[src/rtl/latlon_local_projection_macros.svh]
// ----------------------------------------------------------------------------
// latlon_local_projection_macros
// Assertion macros shared by the projection RTL; empty in synthesis builds.
// ----------------------------------------------------------------------------
`ifndef LATLON_LOCAL_PROJECTION_MACROS_SVH
`define LATLON_LOCAL_PROJECTION_MACROS_SVH

`ifndef SYNTHESIS
// clocked check, off while reset is asserted
`define LLP_ASSERT(label, prop) \
    label: assert property (@(posedge clk) disable iff (!rst_n) prop) \
        else $error("llp assertion failed");
// clocked check that also holds during reset
`define LLP_ASSERT_ALWAYS(label, prop) \
    label: assert property (@(posedge clk) prop) \
        else $error("llp assertion failed");
`else
`define LLP_ASSERT(label, prop)
`define LLP_ASSERT_ALWAYS(label, prop)
`endif

`endif

[src/rtl/llp_pkg.sv]
// ----------------------------------------------------------------------------
// llp_pkg
// Shared widths, constants and CORDIC arctangent table for the projection.
// ----------------------------------------------------------------------------
`default_nettype none

package llp_pkg;

    // cordic datapath width (signed)
    localparam int CW  = 34;
    // square root datapath width (unsigned)
    localparam int SQW = 63;
    // pipeline depth of one pixel scaling unit
    localparam int PIX_LAT = 5;
    // steps of the square root chain (one result bit each)
    localparam int SQRT_STEPS = 32;

    // configuration register indexes
    localparam int CFG_IDX_W = 3;
    localparam logic [CFG_IDX_W-1:0] REG_REF_LAT  = 3'd0;
    localparam logic [CFG_IDX_W-1:0] REG_REF_LON  = 3'd1;
    localparam logic [CFG_IDX_W-1:0] REG_X_SCALE  = 3'd2;
    localparam logic [CFG_IDX_W-1:0] REG_Y_SCALE  = 3'd3;
    localparam logic [CFG_IDX_W-1:0] REG_RADIUS   = 3'd4;

    localparam logic [22:0] RADIUS_RESET = 23'd6371000;

    // angle constants, radians in Q30
    localparam logic [24:0] DEG_TO_RAD_Q30 = 25'd18740330;
    localparam logic [31:0] PI_Q30         = 32'd3373259426;
    localparam logic [30:0] HALF_PI_Q30    = 31'd1686629713;
    localparam logic [30:0] ONE_Q30        = 31'd1073741824;
    localparam logic signed [CW-1:0] CORDIC_START = 34'sd652032874;

    localparam logic [31:0] OUT_MAX = 32'hFFFF_FFFF;

    // atan(2^-i) in Q30
    function automatic logic [CW-1:0] atan_q30(input int unsigned idx);
        logic [CW-1:0] a;
        case (idx)
            0:  a = 34'h3243F6A8;
            1:  a = 34'h1DAC6705;
            2:  a = 34'h0FADBAFC;
            3:  a = 34'h07F56EA6;
            4:  a = 34'h03FEAB76;
            5:  a = 34'h01FFD55B;
            6:  a = 34'h00FFFAAA;
            7:  a = 34'h007FFF55;
            8:  a = 34'h003FFFEA;
            9:  a = 34'h001FFFFD;
            10: a = 34'h000FFFFF;
            11: a = 34'h0007FFFF;
            12: a = 34'h0003FFFF;
            13: a = 34'h0001FFFF;
            14: a = 34'h0000FFFF;
            15: a = 34'h00007FFF;
            16: a = 34'h00003FFF;
            17: a = 34'h00001FFF;
            18: a = 34'h00000FFF;
            19: a = 34'h000007FF;
            20: a = 34'h000003FF;
            21: a = 34'h000001FF;
            22: a = 34'h000000FF;
            23: a = 34'h0000007F;
            24: a = 34'h0000003F;
            25: a = 34'h0000001F;
            26: a = 34'h0000000F;
            27: a = 34'h00000008;
            28: a = 34'h00000004;
            29: a = 34'h00000002;
            30: a = 34'h00000001;
            default: a = '0;
        endcase
        return a;
    endfunction

    // clamp a cordic value into [0, 1.0] Q30
    function automatic logic [30:0] clamp_one(input logic signed [CW-1:0] v);
        logic [30:0] r;
        if (v < 0)
            r = '0;
        else if (v > $signed({3'b000, ONE_Q30}))
            r = ONE_Q30;
        else
            r = v[30:0];
        return r;
    endfunction

    // clamp a cordic angle into [0, pi/2] Q30
    function automatic logic [30:0] clamp_half_pi(input logic signed [CW-1:0] v);
        logic [30:0] r;
        if (v < 0)
            r = '0;
        else if (v > $signed({3'b000, HALF_PI_Q30}))
            r = HALF_PI_Q30;
        else
            r = v[30:0];
        return r;
    endfunction

endpackage

`default_nettype wire

[src/rtl/llp_sqrt_cell.sv]
// ----------------------------------------------------------------------------
// llp_sqrt_cell
// One restoring step of a digit-by-digit integer square root, registered.
// ----------------------------------------------------------------------------
`default_nettype none

module llp_sqrt_cell
    import llp_pkg::*;
#(
    parameter int K = 31
)
(
    input  wire logic           clk,
    input  wire logic           en,
    input  wire logic [SQW-1:0] v_in,
    input  wire logic [SQW-1:0] res_in,
    output logic [SQW-1:0]      v_out,
    output logic [SQW-1:0]      res_out
);

    localparam logic [SQW-1:0] BIT = SQW'(1) << (2 * K);

    logic [SQW-1:0] trial;
    logic [SQW-1:0] v_next;
    logic [SQW-1:0] res_next;
    logic [SQW-1:0] v_reg;
    logic [SQW-1:0] res_reg;

    // try to take the next result bit
    always_comb
    begin
        trial = res_in + BIT;
        if (v_in >= trial)
        begin
            v_next   = v_in - trial;
            res_next = (res_in >> 1) + BIT;
        end
        else
        begin
            v_next   = v_in;
            res_next = res_in >> 1;
        end
    end

    // stage register
    always_ff @(posedge clk)
    begin
        if (en)
        begin
            v_reg   <= v_next;
            res_reg <= res_next;
        end
    end

    assign v_out   = v_reg;
    assign res_out = res_reg;

endmodule

`default_nettype wire

[config.mk]
export PLATFORM = sky130hd
export DESIGN_NAME = llp_sqrt_cell
export DESIGN_NICKNAME = d
export VERILOG_FILES = /design/src/rtl/latlon_local_projection_macros.svh /design/src/rtl/llp_pkg.sv /design/src/rtl/llp_sqrt_cell.sv
export SDC_FILE = /design/constraint.sdc
export NUM_CORES = 1
export LEC_CHECK = 0
export CAP_MARGIN = 25
export CORE_ASPECT_RATIO = 0.5
export CORE_UTILIZATION = 40
export DETAILED_ROUTE_END_ITERATION = 10
export DONT_BUFFER_PORTS = 1
export PLACE_DENSITY = 0.57
export SLEW_MARGIN = 20
export SYNTH_ARGS = -nofsm -noshare
export SYNTH_HDL_FRONTEND = slang
export SYNTH_SLANG_ARGS = --single-unit
[constraint.sdc]
create_clock -name clk -period 5.2 [get_ports clk]
set_input_delay 1.04 -clock clk [delete_from_list [all_inputs] [get_ports clk]]
set_output_delay 1.04 -clock clk [all_outputs]
set_load 0.005 [all_outputs]
Word-level counts from Yosys, hierarchy flattened
Cells that the tools add are included.
{"block": "word_totals", "register_bits": 126, "input_bits": 128, "output_inout_bits": 126}
{"block": "classes", "n_mux": 2, "n_lt_le_gt_ge": 1, "n_addsub": 3}
{"op": "62-bit by 63-bit adder with 63-bit output, second input constant", "count": 1}
{"op": "63-bit adder, second input constant", "count": 1}
{"op": "63-bit >= comparator", "count": 1}
{"op": "63-bit two-way mux", "count": 1}
{"op": "63-bit subtractor", "count": 1}
{"op": "62-bit two-way mux", "count": 1}

Longest topological paths before layout
Gate-level depths: netlist (run 1).
{"block": "logic_depth", "ltp_word": 3, "mapped_depth": 15}

Worst setup path before layout (run 1)
OpenSTA, ideal clock, no wires.
{"block": "synth_path", "path_type": "input to register", "from": "in v_in[0]", "to": "reg v_reg[62], in the netlist v_out[62], data pin", "path_buffers": 0, "cell_stages": 14, "arrival_ns": 3.473, "path_slack_ns": 1.471, "required_time_ns": 4.944, "setup_ns": 0.256, "cell_sequence": "inv_1 -> ha_1 -> inv_1 -> fa_1 -> a21o_1 -> a311oi_1 -> nor4_1 -> o22ai_1 -> o221ai_2 -> a41o_2 -> a21oi_2 -> o311ai_4 -> xnor2_1 -> o21ai_2"}
{"block": "synth_between", "elab_chain_len": 2, "elab_cells_between_ends": 3, "cone_classes": "add/sub: 1; order compare: 1; mux: 1"}
{"item": "start, declared", "line": "llp_sqrt_cell.sv:15", "rtl": "input wire logic [SQW-1:0] v_in,"}
{"item": "63-bit subtractor or 63-bit >= comparator (tied branches)", "line": "llp_sqrt_cell.sv:35, llp_sqrt_cell.sv:33"}
{"item": "63-bit two-way mux (*)", "line": "llp_sqrt_cell.sv:33", "rtl": "if (v_in >= trial)"}
{"item": "net v_next[62]", "line": "llp_sqrt_cell.sv:24", "rtl": "logic [SQW-1:0] v_next;"}
{"item": "end signal, assigned", "line": "llp_sqrt_cell.sv:50", "rtl": "v_reg <= v_next;"}
{"item": "end, declared", "line": "llp_sqrt_cell.sv:26", "rtl": "logic [SQW-1:0] v_reg;"}
The timed path passes the listed nets; every way through them passes the cells marked *.
A chain may end at the register's enable or synchronous reset.

Worst setup path after layout (run 1)
{"block": "layout_path", "from": "in v_in[0]", "to": "reg v_reg[52], in the netlist v_out[52], data pin"}
Same word-level chain as after synthesis.

==> results of run 1 <==
-- worst paths after layout --
| check | from | to | slack [ns] | cells past startpoint |
|---|---|---|---|---|
| setup / recovery | v_in[0] | v_out[52] | 1.18 | 14 |
| hold / removal | res_in[27] | res_out[26] | 0.70 | 0 |
-- cells by family after synthesis --
family	count (synthesis)	share of synthesized area [%]
compound gates	264	18.7
xor+xnor	60	6.30
fa+ha+maj	65	9.84
buf+inv	119	5.59
flops	126	45.3
mux	3	0.405
simple gates	255	13.8
-- through the flow --
step,area (sq um),power [mW]
floorplan,8340,1.81
global placement,8540,1.96
detailed placement,8540,1.97
CTS,9160,3.26
global route,9160,3.39
finish,9160,3.22
-- power groups by stage --
stage               registers [mW]  clock network, mW  logic [mW]
floorplan                     1.33                  0       0.482
global placement              1.36                  0       0.604
detailed placement            1.36                  0       0.608
CTS                           1.34               1.31       0.611
global route                  1.34               1.35       0.692
finish                        1.33               1.28       0.613
-- metal layers --
layer	GRT usage, %	vias up	part of all wire [%]	wire (um)
li1	-	3171	-	-
met1	29.8	3047	47	10500
met2	31.7	180	45	10100
met3	5.70	13	6.8	1540
met4	5.88	0	1.3	281
met5	0	-	0	0
-- cell usage after synthesis (all sizes together), types with 4 or more instances --
cell type	number
o21a	6
o21ai	105
edfxtp	126
xnor2	31
a21o	19
inv	79
buf	16
nor4	4
nand2	122
a21boi	4
nand4	31
nor2	54
o211ai	5
o21bai	14
nor3	12
clkbuf	24
a31oi	6
a21oi	85
xor2	29
nand2b	7
nor2b	5
ha	64
nand3	6
-- registers in the layout, summed over array words and instances, names as in the netlist --
register and cells:
res_out 63, v_out 63
-- cell type report --
class / instances / area, sq um / area share (%)
Clock inverter: 14 / 194 / 2.12
Timing Repair Buffer: 4 / 30.0 / 0.328
Clock buffer: 17 / 425 / 4.64
Multi-Input combinational cell: 647 / 4100 / 44.8
Inverter: 79 / 297 / 3.24
Sequential cell: 126 / 3780 / 41.3
Tap cell: 266 / 333 / 3.63
==> results_dict.tcl, run 1 <==
set metrics [dict create \
    fmax_mhz 248 \
    core.rowCount 36 \
    postCtsSetupBuffers 0 \
    clockBufferDepth 2 \
    cts.sinks 126 \
    hold_ws_ns 0.703 \
    drv_cap 0 \
    post-route-period-util_pct 77.4 \
    hpwl_um 17200 \
    worst_pin_slew_ns 0.588 \
    yosysSeqAreaShare_pct 45.3 \
    ys_types 56 \
    setup_viol 0 \
    viasPerCell 5.56 \
    slew_violations 0 \
    clk_pin_slew_worst_paths_ns 0.06 \
    worstPathArrival_ns 4.18 \
    status "complete, but fails checks" \
    crit_slowest_cell "a311oi_1" \
    die_y_um 104 \
    area_growth_syn_to_layout_pct 9.82 \
    grt_pass1_wl_um 34800 \
    synth-seq-cells 126 \
    fill_cells 1905 \
    synth_area_leader_cell "edfxtp_1" \
    synthFlopType "edfxtp_1" \
    path_cells "inv_1 > ha_1 > inv_1 > fa_1 > a21o_1 > a311oi_1 > nor4_1 > o22ai_1 > a31oi_1 > a21oi_1 > a21oi_1 > a41o_1 > xnor2_1 > o21ai_1" \
    htreeDepth 4 \
    crit_buf_inv 2 \
    final_util_pct 45.9 \
    internal-power_mw 2.30 \
    instances_no_fill 1153 \
    ctsResizeCount 0 \
    cts_tree "yes" \
    crit_family "compound AO/OA/AOI/OAI gates" \
    p_clk_share_pct 39.6 \
    postSynthCellCount 892 \
    async_flop_share_pct 0 \
    finalNetCount 1068 \
    most-common-layout-cells "126 x edfxtp_1, 122 x nand2_1, 83 x a21oi_1" \
    p_comb_share_pct 19.0 \
    core_area_sq_um 20000 \
    synth-edff-count 126 \
    slowest_delay_ns 0.42 \
    synth_nets 1085 \
    overflow 0 \
    grt_pass1_vias 6173 \
    hold_violations 0 \
    place_ws_ns 0.850 \
    syn_area_per_cell_sq_um 9.35 \
    crit_fanout 5 \
    maxSlewHeadroom_pct 60.8 \
    power.leakage_nw 3.67 \
    die-width_um 206 \
    rsz0062_at_grt "no" \
    start_util_pct 41.8 \
    first_pass_iters 8 \
    peakVddDrop_uv 167 \
    netSwitchingFraction_pct 28.6 \
    final_antenna_net_count 0 \
    p_seq_share_pct 41.4 \
    cts_hold_buf 0 \
    ys_warn_count 0 \
    p_per_area_nw_per_um2 352 \
    final_common_cell "edfxtp_1" \
    power.net_switching_mw 0.921 \
    netlist.area_leader.share_pct 45.3 \
    grt_use_total_pct 21.2 \
    dp.cells 1122 \
    antenna_cells 0 \
    violations "DRC" \
    hold_class "primary input to register" \
    yosys-top-cells-area "edfxtp_1 45%, ha_1 9.6%, nand2_1 5.5%, a21oi_1 5.0%, o21ai_0 4.0%" \
    fin_ws_ns 1.18 \
    critPathLaunchType "primary input" \
    final.setup.tns_ns 0 \
    place_congestion 0.864 \
    fin_crit_ns 4.02 \
    crit_type "primary input to register" \
    drc 20 \
    antenna_found_initial 0 \
    required_ns 5.36 \
    netlist_area_sq_um 8340 \
    clockRootBuffer "clkbuf_16" \
    drtIter0Drc 399 \
    cts_buffers 17 \
    cp-end-kind "register" \
    grt_max_degree 127 \
    port_buffers 0 \
    routed_wl_um 22400 \
    drive_gt1_share_pct 5.41 \
    pin_count 254 \
    routedWlPerCell_um 19.5 \
    vias 6411 \
    dieArea_sq_um 21500 \
]
Note: power is estimated with default switching activity, not from simulation.
==> run 2, diff against run 1 <==
Settings changed: PLACE_DENSITY 0.57 to 0.59.
Clock period 5.2 ns to 3.4 ns, I/O delays scaled along.
==> results_dict.tcl, run 2 (synthesis gave the netlist of run 1 again) <==
set metrics [dict create \
    crit_fanout 3 \
    final_util_pct 49.7 \
    drtIter0Drc 500 \
    hp-start "res_in[62]" \
    final_common_cell "edfxtp_1" \
    rsz0062_at_grt "yes" \
    start_util_pct 41.8 \
    crit_family "compound AO/OA/AOI/OAI gates" \
    status "complete, but fails checks" \
    worst_pin_slew_ns 0.475 \
    clockRootBuffer "clkbuf_16" \
    fin_ws_ns 0.117 \
    crit_slowest_cell "fa_1" \
    cp-end-kind "register" \
    hold_class "primary input to register" \
    hpwl_um 18100 \
    worstPathArrival_ns 3.46 \
    cts.sinks 126 \
    violations "DRC" \
    slew_violations 0 \
    overflow 0 \
    antenna_cells 0 \
    slowest_delay_ns 0.38 \
    vias 6807 \
    hold_violations 0 \
    dp.cells 1218 \
    area_growth_syn_to_layout_pct 18.8 \
    most-common-layout-cells "126 x edfxtp_1, 122 x nand2_1, 100 x buf_4" \
    dieArea_sq_um 21500 \
    setup_viol 0 \
    clockBufferDepth 2 \
    routed_wl_um 23300 \
    core_area_sq_um 20000 \
    final_antenna_net_count 0 \
    required_ns 3.57 \
    dpl-instance-area_sq_um 9290 \
    cts_buffers 17 \
    crit_buf_inv 4 \
    core.rowCount 36 \
    post-route-period-util_pct 96.6 \
    grt_pass1_wl_um 36300 \
    peakVddDrop_uv 278 \
    startpoint "v_in[0]" \
    fin_crit_ns 3.28 \
    critPathLaunchType "primary input" \
    drv_cap 0 \
    grt_use_total_pct 22.0 \
    drc 20 \
    crit_type "primary input to register" \
    viasPerCell 5.44 \
    die-width_um 206 \
    power.leakage_nw 4.13 \
    antenna_found_initial 0 \
    fill_cells 1885 \
    finalNetCount 1166 \
    first_pass_iters 8 \
    grt_pass1_vias 6614 \
    path_cells "inv_1 > ha_1 > inv_1 > fa_1 > a21o_1 > a311oi_2 > buf_4 > nor4_1 > o22ai_1 > o221ai_2 > a41o_2 > a21oi_4 > buf_4 > xor2_1 > o21ai_1" \
    fin_area_sq_um 9920 \
    routedWlPerCell_um 18.6 \
    maxSlewHeadroom_pct 68.4 \
    clk_pin_slew_worst_paths_ns 0.06 \
    pin_count 254 \
    p_per_area_nw_per_um2 501 \
    place_ws_ns -0.450 \
    drive_gt1_share_pct 15.5 \
    fmax_mhz 305 \
    cts_tree "yes" \
    place_congestion 0.831 \
    port_buffers 0 \
    die_y_um 104 \
    htreeDepth 4 \
    grt_max_degree 127 \
    instances_no_fill 1252 \
]
-- run 2: path summary, 6_finish.rpt --
kind / end / slack (ns) / cells past startpoint
setup / recovery: v_out[58] / 0.12 / 15
hold / removal: res_out[61] / 0.35 / 0
-- run 2: layout make-up --
type                            instances  area [sq um]  area share, %
Clock buffer                           17           425           4.29
Timing Repair Buffer                  102           791           7.97
Inverter                               79           297           2.99
Multi-Input combinational cell        647          4140           41.7
Sequential cell                       126          3780           38.2
Tap cell                              266           333           3.36
Clock inverter                         15           148           1.49
-- run 2: power breakdown --
part / internal, mW / switching (mW)
sequential: 1.94 / 0.105
clock: 1.07 / 0.736
combinational: 0.497 / 0.616
total: 3.51 / 1.46
-- run 2: metrics by stage --
stage | TNS (ns) | hold slack (ns) | power [mW]
after floorplan | 0 | 0.779 | 2.77
after global placement | -20.25 | 0.779 | 3.16
after detailed placement | -22.08 | 0.779 | 3.16
after CTS | 0 | 0.322 | 5.00
after global routing | -0.0687 | 0.317 | 5.22
final | 0 | 0.347 | 4.96
-- run 2: layer usage --
metal  GRT usage [%]  vias up  share of wire [%]
met5               0        -                  0
met4            5.46        0               0.96
met3            5.89       14                6.2
met2            34.0      182                 46
met1            30.3     3245                 47
li1                -     3366                  -
-- run 2: timing repair --
action                                 4_1_cts  5_1_grt
setup endpoints to repair                    2       59
hold buffers                                 0        0
resized for setup                            0        7
setup buffers                                0        2
endpoints found under the hold margin        0        0
pin swaps                                    1        3
