$ cat src/rtl/latlon_local_projection_macros.svh
// ----------------------------------------------------------------------------
// latlon_local_projection_macros
// Assertion macros shared by the projection RTL; empty in synthesis builds.
// ----------------------------------------------------------------------------
`ifndef LATLON_LOCAL_PROJECTION_MACROS_SVH
`define LATLON_LOCAL_PROJECTION_MACROS_SVH

`ifndef SYNTHESIS
// clocked check, off while reset is asserted
`define LLP_ASSERT(label, prop) \
    label: assert property (@(posedge clk) disable iff (!rst_n) prop) \
        else $error("llp assertion failed");
// clocked check that also holds during reset
`define LLP_ASSERT_ALWAYS(label, prop) \
    label: assert property (@(posedge clk) prop) \
        else $error("llp assertion failed");
`else
`define LLP_ASSERT(label, prop)
`define LLP_ASSERT_ALWAYS(label, prop)
`endif

`endif

$ cat src/rtl/llp_pkg.sv
// ----------------------------------------------------------------------------
// llp_pkg
// Shared widths, constants and CORDIC arctangent table for the projection.
// ----------------------------------------------------------------------------
`default_nettype none

package llp_pkg;

    // cordic datapath width (signed)
    localparam int CW  = 34;
    // square root datapath width (unsigned)
    localparam int SQW = 63;
    // pipeline depth of one pixel scaling unit
    localparam int PIX_LAT = 5;
    // steps of the square root chain (one result bit each)
    localparam int SQRT_STEPS = 32;

    // configuration register indexes
    localparam int CFG_IDX_W = 3;
    localparam logic [CFG_IDX_W-1:0] REG_REF_LAT  = 3'd0;
    localparam logic [CFG_IDX_W-1:0] REG_REF_LON  = 3'd1;
    localparam logic [CFG_IDX_W-1:0] REG_X_SCALE  = 3'd2;
    localparam logic [CFG_IDX_W-1:0] REG_Y_SCALE  = 3'd3;
    localparam logic [CFG_IDX_W-1:0] REG_RADIUS   = 3'd4;

    localparam logic [22:0] RADIUS_RESET = 23'd6371000;

    // angle constants, radians in Q30
    localparam logic [24:0] DEG_TO_RAD_Q30 = 25'd18740330;
    localparam logic [31:0] PI_Q30         = 32'd3373259426;
    localparam logic [30:0] HALF_PI_Q30    = 31'd1686629713;
    localparam logic [30:0] ONE_Q30        = 31'd1073741824;
    localparam logic signed [CW-1:0] CORDIC_START = 34'sd652032874;

    localparam logic [31:0] OUT_MAX = 32'hFFFF_FFFF;

    // atan(2^-i) in Q30
    function automatic logic [CW-1:0] atan_q30(input int unsigned idx);
        logic [CW-1:0] a;
        case (idx)
            0:  a = 34'h3243F6A8;
            1:  a = 34'h1DAC6705;
            2:  a = 34'h0FADBAFC;
            3:  a = 34'h07F56EA6;
            4:  a = 34'h03FEAB76;
            5:  a = 34'h01FFD55B;
            6:  a = 34'h00FFFAAA;
            7:  a = 34'h007FFF55;
            8:  a = 34'h003FFFEA;
            9:  a = 34'h001FFFFD;
            10: a = 34'h000FFFFF;
            11: a = 34'h0007FFFF;
            12: a = 34'h0003FFFF;
            13: a = 34'h0001FFFF;
            14: a = 34'h0000FFFF;
            15: a = 34'h00007FFF;
            16: a = 34'h00003FFF;
            17: a = 34'h00001FFF;
            18: a = 34'h00000FFF;
            19: a = 34'h000007FF;
            20: a = 34'h000003FF;
            21: a = 34'h000001FF;
            22: a = 34'h000000FF;
            23: a = 34'h0000007F;
            24: a = 34'h0000003F;
            25: a = 34'h0000001F;
            26: a = 34'h0000000F;
            27: a = 34'h00000008;
            28: a = 34'h00000004;
            29: a = 34'h00000002;
            30: a = 34'h00000001;
            default: a = '0;
        endcase
        return a;
    endfunction

    // clamp a cordic value into [0, 1.0] Q30
    function automatic logic [30:0] clamp_one(input logic signed [CW-1:0] v);
        logic [30:0] r;
        if (v < 0)
            r = '0;
        else if (v > $signed({3'b000, ONE_Q30}))
            r = ONE_Q30;
        else
            r = v[30:0];
        return r;
    endfunction

    // clamp a cordic angle into [0, pi/2] Q30
    function automatic logic [30:0] clamp_half_pi(input logic signed [CW-1:0] v);
        logic [30:0] r;
        if (v < 0)
            r = '0;
        else if (v > $signed({3'b000, HALF_PI_Q30}))
            r = HALF_PI_Q30;
        else
            r = v[30:0];
        return r;
    endfunction

endpackage

`default_nettype wire

$ cat src/rtl/llp_cordic_cell.sv
// ----------------------------------------------------------------------------
// llp_cordic_cell
// One CORDIC micro-rotation, registered; rotation or vectoring mode.
// ----------------------------------------------------------------------------
`default_nettype none

module llp_cordic_cell
    import llp_pkg::*;
#(
    parameter int STAGE  = 0,
    parameter bit VECTOR = 1'b0
)
(
    input  wire logic                 clk,
    input  wire logic                 en,
    input  wire logic signed [CW-1:0] x_in,
    input  wire logic signed [CW-1:0] y_in,
    input  wire logic signed [CW-1:0] z_in,
    output logic signed [CW-1:0]      x_out,
    output logic signed [CW-1:0]      y_out,
    output logic signed [CW-1:0]      z_out
);

    localparam logic signed [CW-1:0] ATAN = atan_q30(STAGE);

    logic signed [CW-1:0] xs;
    logic signed [CW-1:0] ys;
    logic                 up;
    logic signed [CW-1:0] x_next;
    logic signed [CW-1:0] y_next;
    logic signed [CW-1:0] z_next;
    logic signed [CW-1:0] x_reg;
    logic signed [CW-1:0] y_reg;
    logic signed [CW-1:0] z_reg;

    // direction: rotate toward z = 0, or toward y = 0 when vectoring
    always_comb
    begin
        xs = x_in >>> STAGE;
        ys = y_in >>> STAGE;
        up = VECTOR ? y_in[CW-1] : !z_in[CW-1];
        if (up)
        begin
            x_next = x_in - ys;
            y_next = y_in + xs;
            z_next = z_in - ATAN;
        end
        else
        begin
            x_next = x_in + ys;
            y_next = y_in - xs;
            z_next = z_in + ATAN;
        end
    end

    // stage register
    always_ff @(posedge clk)
    begin
        if (en)
        begin
            x_reg <= x_next;
            y_reg <= y_next;
            z_reg <= z_next;
        end
    end

    assign x_out = x_reg;
    assign y_out = y_reg;
    assign z_out = z_reg;

endmodule

`default_nettype wire

$ cat config.mk
export PLATFORM = sky130hd
export DESIGN_NAME = llp_cordic_cell
export DESIGN_NICKNAME = d
export VERILOG_FILES = /design/src/rtl/latlon_local_projection_macros.svh /design/src/rtl/llp_pkg.sv /design/src/rtl/llp_cordic_cell.sv
export SDC_FILE = /design/constraint.sdc
export NUM_CORES = 1
export LEC_CHECK = 0
export BUFFER_PORTS_ARGS = -buffer_cell sky130_fd_sc_hd__buf_4
export CAP_MARGIN = 10
export CELL_PAD_IN_SITES_DETAIL_PLACEMENT = 1
export CELL_PAD_IN_SITES_GLOBAL_PLACEMENT = 1
export CORE_MARGIN = 2
export CORE_UTILIZATION = 46
export DETAILED_ROUTE_END_ITERATION = 12
export GPL_TIMING_DRIVEN = 0
export PLACE_DENSITY = 0.87
export SLEW_MARGIN = 20
export SYNTH_ARGS = -nofsm -noshare
export SYNTH_HDL_FRONTEND = slang
export SYNTH_SLANG_ARGS = --single-unit
$ cat constraint.sdc
create_clock -name clk -period 8.83 [get_ports clk]
set_input_delay 2.2075 -clock clk [delete_from_list [all_inputs] [get_ports clk]]
set_output_delay 2.2075 -clock clk [all_outputs]
set_load 0.03 [all_outputs]
# Word level (Yosys, flattened, before mapping)
# Cells that the tools add are included.
totals:
  inputBits: 104
  register_bits: 102
  wordCells: 11
  output_inout_bits: 102
classes:
  add_sub_neg: 5
  muxes: 3
ops:
  columns: ["operator", "n"]
  rows:
  - ["34-bit 2-to-1 mux", 3]
  - ["34-bit subtractor", 2]
  - ["34-bit by 31-bit adder with 34-bit output, second input constant", 1]
  - ["34-bit adder", 1]
  - ["34-bit by 31-bit subtractor with 34-bit output, second input constant", 1]

# Longest topological paths before layout
# Gate-level depths: netlist of the first run.
depth:
  ltp_word: 2
  mapped_depth: 14
  ltp_nobuf: 11

# Worst setup path before layout of the first run
# No wires, ideal clock.
synth_path:
  kind: "input to register"
  startpoint: "in z_in[33]"
  endpoint: "reg z_reg[32] (netlist: z_out[32]), data pin"
  setup_slack_ps: 3323
  t_required_ps: 8572
  path_stages: 13
  t_arrival_ps: 5249
  setup_time_ps: 258
  path_buffers: 3
  cell_sequence: "clkbuf_1 > inv_1 > clkbuf_1 > buf_1 > ha_1 > a211oi_1 > o211ai_1 > a41oi_1 > a31oi_1 > a2111oi_0 > o41ai_1 > a21oi_1 > xnor2_1"
synth_via:
  elab_chain_len: 1
synth_lines:
  columns: ["element", "line", "source"]
  rows:
  - ["start, declared", "llp_cordic_cell.sv:18", "input wire logic signed [CW-1:0] z_in,"]
  - ["34-bit 2-to-1 mux", "llp_cordic_cell.sv:42", "if (up)"]
  - ["net z_next[32]", "llp_cordic_cell.sv:31", "logic signed [CW-1:0] z_next;"]
  - ["end signal, assigned", "llp_cordic_cell.sv:63", "z_reg <= z_next;"]
  - ["end, declared", "llp_cordic_cell.sv:34", "logic signed [CW-1:0] z_reg;"]
# The timed path passes the listed nets, and every way through them passes these cells.
# A chain may end at the register's enable or synchronous reset.

# Final worst setup path of the first run
# Ends and elaborated chain as after synthesis.

==> out/qor.yml, run 1 <==
status: "finished, final reports clean"
rows: 55
drt_iter0_drc: 841
tightestPinTransition_ps: 996
ys_types: 68
fmax_mhz: 155
fin_crit_sh_pct: 72.8
numCtsBuffers: 9
dieArea_um2: 23900
synth_nets: 1454
slew_viol_final: 0
min-delay-start: "z_in[2]"
initial_core_util_pct: 46.6
drt-wirelength-per-cell_um: 23.4
synth_top_cell_area_share_pct: 29.0
ir_drop_v: 0.0000807
grt_pass1_wl_um: 61600
dr.pass1.iters: 5
startpoint_type: "input port"
placed_cells: 1707
relSlewSlack_pct: 33.6
multi_input_area_um2: 6790
area_growth_pct: 21.1
antenna_found_initial: 0
fin_util_pct: 56.4
period_needed_ps: 6430
min_path_type: "in -> reg"
power.share.switching_pct: 41.6
worstPathMaxFanout: 25
clkSinkCount: 101
grt_pass1_vias: 10900
ys.flop_type: "edfxtp_1"
finalSetupTns_ps: 0
gp_congestion: 0.997
antennaDiodeCount: 0
synth_area_leaders: "edfxtp_1 29%, ha_1 15%, a21oi_1 5.8%, xnor2_1 5.8%, inv_1 4.1%"
hold_viol_final: 0
clkTransAtPathRegs_ps: 80
hold_depth: 1
syn-cell-area_um2: 10400
leakage_nw: 5.62
cts_hold_buf: 0
synth_cells: 1217
io_pins: 206
post-cts-setup-buffers: 0
synth_common_cells: "129 x ha_1, 122 x a21oi_1, 114 x inv_1, 101 x edfxtp_1, 92 x nor2_1"
seq_area_frac_synth_pct: 29.0
cts_tree: "done"
powerDensity_nw_per_um2: 163
clk_path_buf_depth: 2
post-route-worst-setup-slack_ps: 2400
yosys.area.top_type: "edfxtp_1"
crit_arrival_ps: 6560
yosys_warnings: 0
cts_resized: 0
final_cells: 1723
core_area_um2: 22400
vias: 10800
cap_viol_max_count: 0
finalSetupViolCount: 0
synth_most_common_cell: "ha_1"
p_int_mw: 1.20
grt_setup_unrepaired: "false"
grt_overflow: 0
post-place-ws_ps: 2100
drc: 0
seq_area_um2: 3030
required_ps: 8950
p_clk_share_pct: 21.5
die_y_um: 155
synth-seq-cells: 101
portBuffers: 205
crit_path_start: "z_in[33]"
htree_levels: 3
synthArstFlopShare_pct: 0
grt_util_all_layers_pct: 33.2
wirelength_um: 40400
synth.avg_cell_area_um2: 8.58
drive_above_1_share_pct: 16.9
final_nets: 1670
ant_nets: 0
synth-edff-count: 101
p_comb_share_pct: 46.3
dpl.hpwl_um: 32000
worst_setup_path_end_kind: "flop"
power.share.sequential_pct: 32.3
cts-root-buf: "clkbuf_16"
fp.dieW_um: 155
grt_max_degree: 102
netSwitchingPower_mw: 0.855
vias_per_cell: 6.24
fillers: 2728
crit_type: "in -> reg"
## critical path, stage by stage
cell       delay (ps)
buf_4             200
clkbuf_1          280
inv_1             130
clkbuf_1          620
buf_2             670
ha_1              290
o21ai_0           150
o21ai_0           320
nand3_1           220
a31oi_1           490
a2111oi_0         240
o41ai_1           450
a21oi_1           150
xnor2_1           140
## layer usage
layer | routed length [um] | vias to the layer above | GRT usage (%) | share of wire [%]
met5 | 0 | - | 0 | 0
met4 | 1630 | 0 | 14.4 | 4.0
met3 | 3140 | 102 | 4.46 | 7.8
met2 | 19500 | 559 | 58.1 | 48
met1 | 16100 | 5202 | 41.0 | 40
li1 | - | 4895 | - | -
## flip-flops by register name, summed over array words and instances, names as in the netlist
signal and count:
z_out 34, y_out 33, x_out 34
## path summary, 6_finish.rpt
check / endpoint / slack [ps]
setup / recovery: z_out[32]$_DFFE_PP_ / 2400
hold / removal: z_out[2]$_DFFE_PP_ / 2010
## per-stage QoR
| stage | area (um^2) | hold slack (ps) | power (mW) |
|---|---|---|---|
| 4_1_cts | 12600 | 2000 | 2.05 |
| 3_5_place_dp | 12300 | 2390 | 1.61 |
| 6_report | 12600 | 2010 | 2.06 |
| 3_3_place_gp | 12300 | 2390 | 1.58 |
| 5_1_grt | 12600 | 2010 | 2.14 |
| 2_1_floorplan | 10400 | 2310 | 1.25 |
## area by class of cell
class	instances	area share (%)
Tap cell	285	2.82
Sequential cell	101	24.0
Timing Repair Buffer	205	12.2
Inverter	115	3.41
Buffer	48	1.47
Multi-Input combinational cell	953	53.7
Clock inverter	7	0.633
Clock buffer	9	1.78
## cell usage in the layout (no fill, tap or decap), types with 11 or more instances in the layout
master    instances
mux2i_1          11
nand2_1          68
nand3_1          15
xnor2_1          69
nand2b_1         17
o31ai_1          16
nand4_1          12
o21bai_1         15
clkbuf_1         33
a21o_1           39
or3_1            14
xor2_1           20
edfxtp_1        101
o211ai_1         21
buf_4           205
a211oi_1         16
o21a_1           16
inv_1           114
nor3_1           25
buf_1            12
ha_1            129
a21oi_1         122
nor2_1           92
nor2b_1          14
a31oi_1          17
o21ai_0          71
## kinds of logic after synthesis
family / after synthesis / synth area share, %
multiplexers: 12 / 1.16
adder cells (fa/ha/maj): 133 / 16.2
XOR/XNOR: 89 / 7.46
buffers and inverters: 163 / 5.91
flip-flops: 101 / 29.0
AND/OR/NAND/NOR: 304 / 14.1
AO/OA/AOI/OAI: 415 / 26.1
## power groups by stage
stage | combinational (mW) | sequential [mW] | clock (mW)
after floorplan | 0.423 | 0.831 | 0
after global placement | 0.908 | 0.670 | 0
after detailed placement | 0.932 | 0.676 | 0
after CTS | 0.940 | 0.666 | 0.447
after global routing | 1.01 | 0.671 | 0.458
final | 0.952 | 0.664 | 0.442
Power figures use the tool's default switching activity.
==> inputs of run 2 (changes only) <==
- ABC_AREA: unset -> 1
- CORE_UTILIZATION: 46 -> 37
- PLACE_DENSITY: 0.87 -> 0.77
- clock period: 8.83 -> 5.2 ns (I/O delays scaled with it)
==> run 2 against run 1 <==
  * Critical path depth increased by 1
  * Via count grew 22%
  * Synthesized cell count is 48% higher
  * Clock power is 71% higher
  * Cell count up 40%
  * Global-route usage is 4.4 points lower
  * Combinational power grew 81%
==> out/qor.yml, run 2 <==
status: "finished, final reports clean"
cts_hold_buf: 0  # unchanged
period_needed_ps: 4730
worst_path_most_repeated_cell: "nand2_1"
grt_max_degree: 102  # unchanged
hold_viol_final: 0  # unchanged
slowest_stage: "clkbuf_1"
syn-cell-area_um2: 12000  # +15%
drt_iter0_drc: 694  # -17%
synth-seq-cells: 101  # unchanged
grt_setup_unrepaired: "false"
finalPower_mw: 3.57  # +73%
antenna_found_initial: 0  # unchanged
yosys.area.top_type: "edfxtp_1"
worst_setup_path_end_kind: "flop"
ys_types: 47  # -31%
clk_path_buf_depth: 2  # unchanged
relSlewSlack_pct: 28.8  # -4.8 points
crit_path_start: "z_in[33]"
netSwitchingPower_mw: 1.54  # +80%
clkSinkCount: 101  # unchanged
met3_wirelength_um: 2410  # -23%
gp_congestion: 0.938  # -5.9%
mostFrequentLayoutCells: "476 x nand2_1, 239 x inv_1, 227 x buf_4, 162 x nor2_1, 159 x nand3_1"
rows: 65  # +18%
clkTransAtPathRegs_ps: 70  # about the same
synth_xor_area_share_pct: 3.21  # -4.3 points
p_comb_share_pct: 48.3  # +2.0 points
synth_common_cells: "476 x nand2_1, 239 x inv_1, 162 x nor2_1, 159 x nand3_1, 158 x a21oi_1"
finalSetupTns_ps: 0  # unchanged
cts_resized: 0  # unchanged
yosys_warnings: 0  # unchanged
antennaDiodeCount: 0  # unchanged
p_int_mw: 2.03  # +69%
synthAdderAreaFrac_pct: 14.1  # -2.1 points
drt-wirelength-per-cell_um: 20.1  # -14%
worst-path-buf-inv: 5  # unchanged
tightestPinTransition_ps: 1070  # +72.3 ps
min-delay-start: "z_in[1]"
grt_overflow: 0  # unchanged
synth.avg_cell_area_um2: 6.67  # -22%
dr.pass1.iters: 5  # unchanged
synth_most_common_cell: "nand2_1"
grt_util_all_layers_pct: 28.9  # -4.4 points
grt_pass1_vias: 13800  # +26%
ys.flop_type: "edfxtp_1"
synth_top_family_by_area: "simple AND/OR/NAND/NOR gates"
post-route-worst-setup-slack_ps: 466  # -1930 ps
drc: 0  # unchanged
synth_nets: 2035  # +40%
required_ps: 5330  # -3620 ps
cp_top_family: "buffers and inverters"
die_y_um: 184  # +19%
crit_path_max_incr_delay_ps: 480  # -190 ps
path_cells: "buf_4 > clkbuf_1 > clkinv_1 > buf_2 > buf_2 > ha_1 > nand3_1 > nand2_1 > a21boi_1 > o21ai_0 > nand2_1 > nand2_1 > nand2_1 > nand3_1 > nand2_1"
core_area_um2: 31700  # +41%
portBuffers: 205  # unchanged
p_clk_share_pct: 21.3  # -0.2 points
final_nets: 2251  # +35%
cts-root-buf: "clkbuf_16"
post-cts-setup-buffers: 0  # unchanged
synthMuxAreaShare_pct: 0.0835  # -1.1 points
worstPathMaxFanout: 25  # unchanged
htree_levels: 3  # unchanged
grt_pass1_wl_um: 74700  # +21%
drive_above_1_share_pct: 15.4  # -1.5 points
post-place-ws_ps: 128  # -1970 ps
min_path_type: "in -> reg"
leakage_nw: 7.11  # +26%
ant_nets: 0  # unchanged
startpoint_type: "input port"
dpl.hpwl_um: 40400  # +26%
synth_top_cell_area_share_pct: 25.3  # -3.7 points
met1_length_um: 21200  # +32%
crit_type: "in -> reg"
finalSetupViolCount: 0  # unchanged
synth-simple-area-share_pct: 30.8  # +17 points
powerDensity_nw_per_um2: 248  # +53%
wirelength_um: 48600  # +20%
top_layer: "met4"
dr_wl_met2_um: 23600  # +21%
crit_arrival_ps: 4870  # -1690 ps
power.share.switching_pct: 43.1  # +1.6 points
synth_area_leaders: "edfxtp_1 25%, nand2_1 15%, ha_1 13%, inv_1 7.5%, nand3_1 6.6%"
cap_viol_max_count: 0  # unchanged
synth_cells: 1798  # +48%
slew_viol_final: 0  # unchanged
power.share.sequential_pct: 30.5  # -1.8 points
fp.dieW_um: 184  # +19%
synthArstFlopShare_pct: 0  # unchanged
vias_per_cell: 5.43  # -13%
synth-edff-count: 101  # unchanged
vias: 13100  # +22%
synth_compound_area_share_pct: 16.4  # -9.7 points
fin_crit_sh_pct: 91.0
cts_tree: "done"
dieArea_um2: 33900  # +42%
seq_area_frac_synth_pct: 25.3  # -3.7 points
numCtsBuffers: 9  # unchanged
initial_core_util_pct: 37.8  # -8.7 points
area_growth_pct: 19.7
fmax_mhz: 211
ir_drop_v: 0.000163  # +100%
io_pins: 206  # unchanged
final_common_cell: "nand2_1"
run 2: changes by cell type in the layout (fill, tap and decap cells not counted), sizes merged, moves of 15 or more:
cell and delta:
o21ai +47, nor2 +81, nand3 +145, o211ai -15, a21oi +41, a211oi -17, a21o -25, nand2 +421
nand2b -17, xnor2 -65, clkbuf -21, buf +18, inv +130, xor2 +20
run 2: kinds of logic (layout without fill, tap and decap cells):
group | Yosys count | after routing
xor gates and xnor gates | 44 | 44
muxes | 1 | 1
adders and majority gates | 133 | 133
and+or+nand+nor | 876 | 876
DFF | 101 | 101
buffers and inverters | 293 | 513
AOI/OAI and AO/OA | 350 | 350
run 2: final cells by class:
type / instances / area [um^2]
well taps: 402 / 503
repair buffers: 205 / 1540
fillers: 4186 / 17400
clock inverters: 5 / 86.3
inverters: 249 / 935
plain buffers: 44 / 270
multi-input cells: 1404 / 7750
flip-flops and latches: 101 / 3030
clock buffers: 10 / 229
run 2: metrics by stage:
step / instances / util (%) / area [um^2] / hold WS [ps]
after detailed placement: 2405 / 44.3 / 14000 / 1480
after global placement: 2405 / 44.2 / 14000 / 1480
after floorplan: 1798 / - / 12000 / 1400
after global routing: 2420 / 45.3 / 14400 / 1080
after CTS: 2420 / 45.3 / 14400 / 1070
final: 2420 / 45.3 / 14400 / 1090
run 2: worst paths after layout:
kind,end,cells after the start,slack (ps)
worst min-delay path,z_out[1]$_DFFE_PP_,1,1090
worst max-delay path,z_out[30]$_DFFE_PP_,15,470
run 2: layer usage:
layer | GRT usage [%] | up-vias
met1 | 36.1 | 6332
met4 | 10.0 | 0
met3 | 2.81 | 71
li1 | - | 6366
met2 | 51.5 | 376
met5 | 0 | -
run 2: power groups by stage:
stage	clock, mW	combinational (mW)	sequential, mW
5_1_grt	0.799	1.86	1.10
2_1_floorplan	0	0.816	1.35
3_5_place_dp	0	1.69	1.11
4_1_cts	0.778	1.70	1.09
3_3_place_gp	0	1.66	1.10
6_report	0.758	1.72	1.09
==> inputs of run 3 (changes only) <==
- CORE_ASPECT_RATIO: unset -> 0.7
==> run 3 against run 2 <==
  * Via count is 1.7% higher
  * Combinational power hardly changed
  * Global-route usage is 1.5 points higher
  * Die area hardly changed
  * Critical path depth is 2 lower
  * Cell count is 1.1% higher
  * Sequential power hardly changed
  * Critical endpoint is now z_out[25]$_DFFE_PP_
==> out/qor.yml, run 3 (synthesis results as in run 2) <==
drt_iter0_drc: 952  # +37%
leakage_nw: 7.10  # -0.23%
multi_input_area_um2: 7750  # unchanged
cts_resized: 0  # unchanged
grt_pass1_vias: 13400  # -2.8%
relSlewSlack_pct: 33.8  # +5.0 points
crit_arrival_ps: 4660  # -210 ps
drt-wirelength-per-cell_um: 21.0  # +4.3%
cts-root-buf: "clkbuf_16"
tightestPinTransition_ps: 993  # -75.1 ps
fmax_mhz: 220  # +4.3%
clkTransAtPathRegs_ps: 80  # about the same
numCtsBuffers: 9  # unchanged
powerDensity_nw_per_um2: 247  # -0.70%
fp.dieW_um: 219  # +19%
portBuffers: 205  # unchanged
cts_tree: "done"
crit_type: "in -> reg"
vias: 13400  # +1.7%
clkSinkCount: 101  # unchanged
die_y_um: 155  # -16%
required_ps: 5320  # about the same
grt_overflow: 0  # unchanged
initial_core_util_pct: 37.3  # -0.49 points
status: "finished, final reports clean"
crit_path_start: "z_in[33]"
cap_viol_max_count: 0  # unchanged
dpl.hpwl_um: 43600  # +7.9%
period_needed_ps: 4540  # -195 ps
gp_congestion: 0.991  # +5.6%
seq_area_um2: 3030  # unchanged
final_common_cell: "nand2_1"
grt_util_all_layers_pct: 30.4  # +1.5 points
post-cts-setup-buffers: 0  # unchanged
min-delay-start: "z_in[1]"
ant_nets: 0  # unchanged
mostFrequentLayoutCells: "476 x nand2_1, 239 x inv_1, 227 x buf_4, 162 x nor2_1, 159 x nand3_1"
drc: 0  # unchanged
fillers: 4231  # +1.1%
fin_crit_sh_pct: 87.3  # -3.7 points
min_path_type: "in -> reg"
vias_per_cell: 5.46  # +0.57%
worst_setup_path_end_kind: "flop"
grt_max_degree: 102  # unchanged
drive_above_1_share_pct: 15.5  # +0.042 points
worstPathMaxFanout: 25  # unchanged
wirelength_um: 51300  # +5.4%
dpl_cell_area_um2: 14100  # +0.22%
rows: 55  # -15%
grt_pass1_wl_um: 77600  # +3.9%
antenna_found_initial: 0  # unchanged
finalSetupTns_ps: 0  # unchanged
core_area_um2: 32100  # +1.3%
fin_area_um2: 14400  # about the same
antennaDiodeCount: 0  # unchanged
cts_hold_buf: 0  # unchanged
dr.pass1.iters: 7  # +2
startpoint_type: "input port"
hold_depth: 1  # unchanged
final_nets: 2251  # unchanged
io_pins: 206  # unchanged
grt_setup_unrepaired: "false"
ir_drop_v: 0.000162  # -0.51%
area_growth_pct: 19.7  # about the same
finalSetupViolCount: 0  # unchanged
dieArea_um2: 33900  # about the same
clk_path_buf_depth: 2  # unchanged
hold_viol_final: 0  # unchanged
htree_levels: 3  # unchanged
slew_viol_final: 0  # unchanged
[run 3: cell count changes in the layout (fill, tap and decap cells not counted)]
cell,delta
bufinv_16,-2
inv_8,+2
clkinvlp_4,+1
[run 3: per-stage QoR]
stage	hold slack (ps)	std cells	total power [mW]	setup WS, ps	util [%]
floorplan	1400	1798	2.16	1570	-
global placement	1480	2430	2.78	321	43.8
detailed placement	1480	2430	2.82	263	43.8
CTS	1080	2446	3.53	690	44.7
global route	1080	2446	3.74	438	44.7
finish	1090	2446	3.54	661	44.7
[run 3: final timing paths]
| check | end | slack, ps |
|---|---|---|
| worst max-delay path | z_out[25]$_DFFE_PP_ | 660 |
| worst min-delay path | z_out[1]$_DFFE_PP_ | 1090 |
[run 3: where the power goes]
| part | total [mW] | internal, mW | switching (mW) |
|---|---|---|---|
| logic | 1.75 | 0.554 | 1.19 |
| registers | 1.09 | 1.05 | 0.0356 |
| clock network | 0.704 | 0.335 | 0.369 |
[run 3: area by class of cell]
type / instances / area share (%)
Buffer: 44 / 1.88
Clock inverter: 6 / 0.392
Inverter: 249 / 6.51
Clock buffer: 10 / 1.60
Sequential cell: 101 / 21.1
Tap cell: 427 / 3.72
Multi-Input combinational cell: 1404 / 54.0
Timing Repair Buffer: 205 / 10.7
[run 3: layer usage]
| metal | global-route usage (%) | wire [um] |
|---|---|---|
| met1 | 46.4 | 25900 |
| met2 | 45.7 | 21400 |
| met4 | 5.05 | 592 |
| met5 | 0 | 0 |
| met3 | 3.99 | 3360 |
[run 3: worst max-delay path, cell delays in order]
cell,delay [ps]
buf_4,220
clkbuf_1,450
clkinv_1,270
buf_2,300
buf_2,430
fa_1,540
nand3_1,110
nand2_1,130
nand3_1,110
nand3_1,150
a21oi_1,280
o21ai_0,160
xor2_1,190
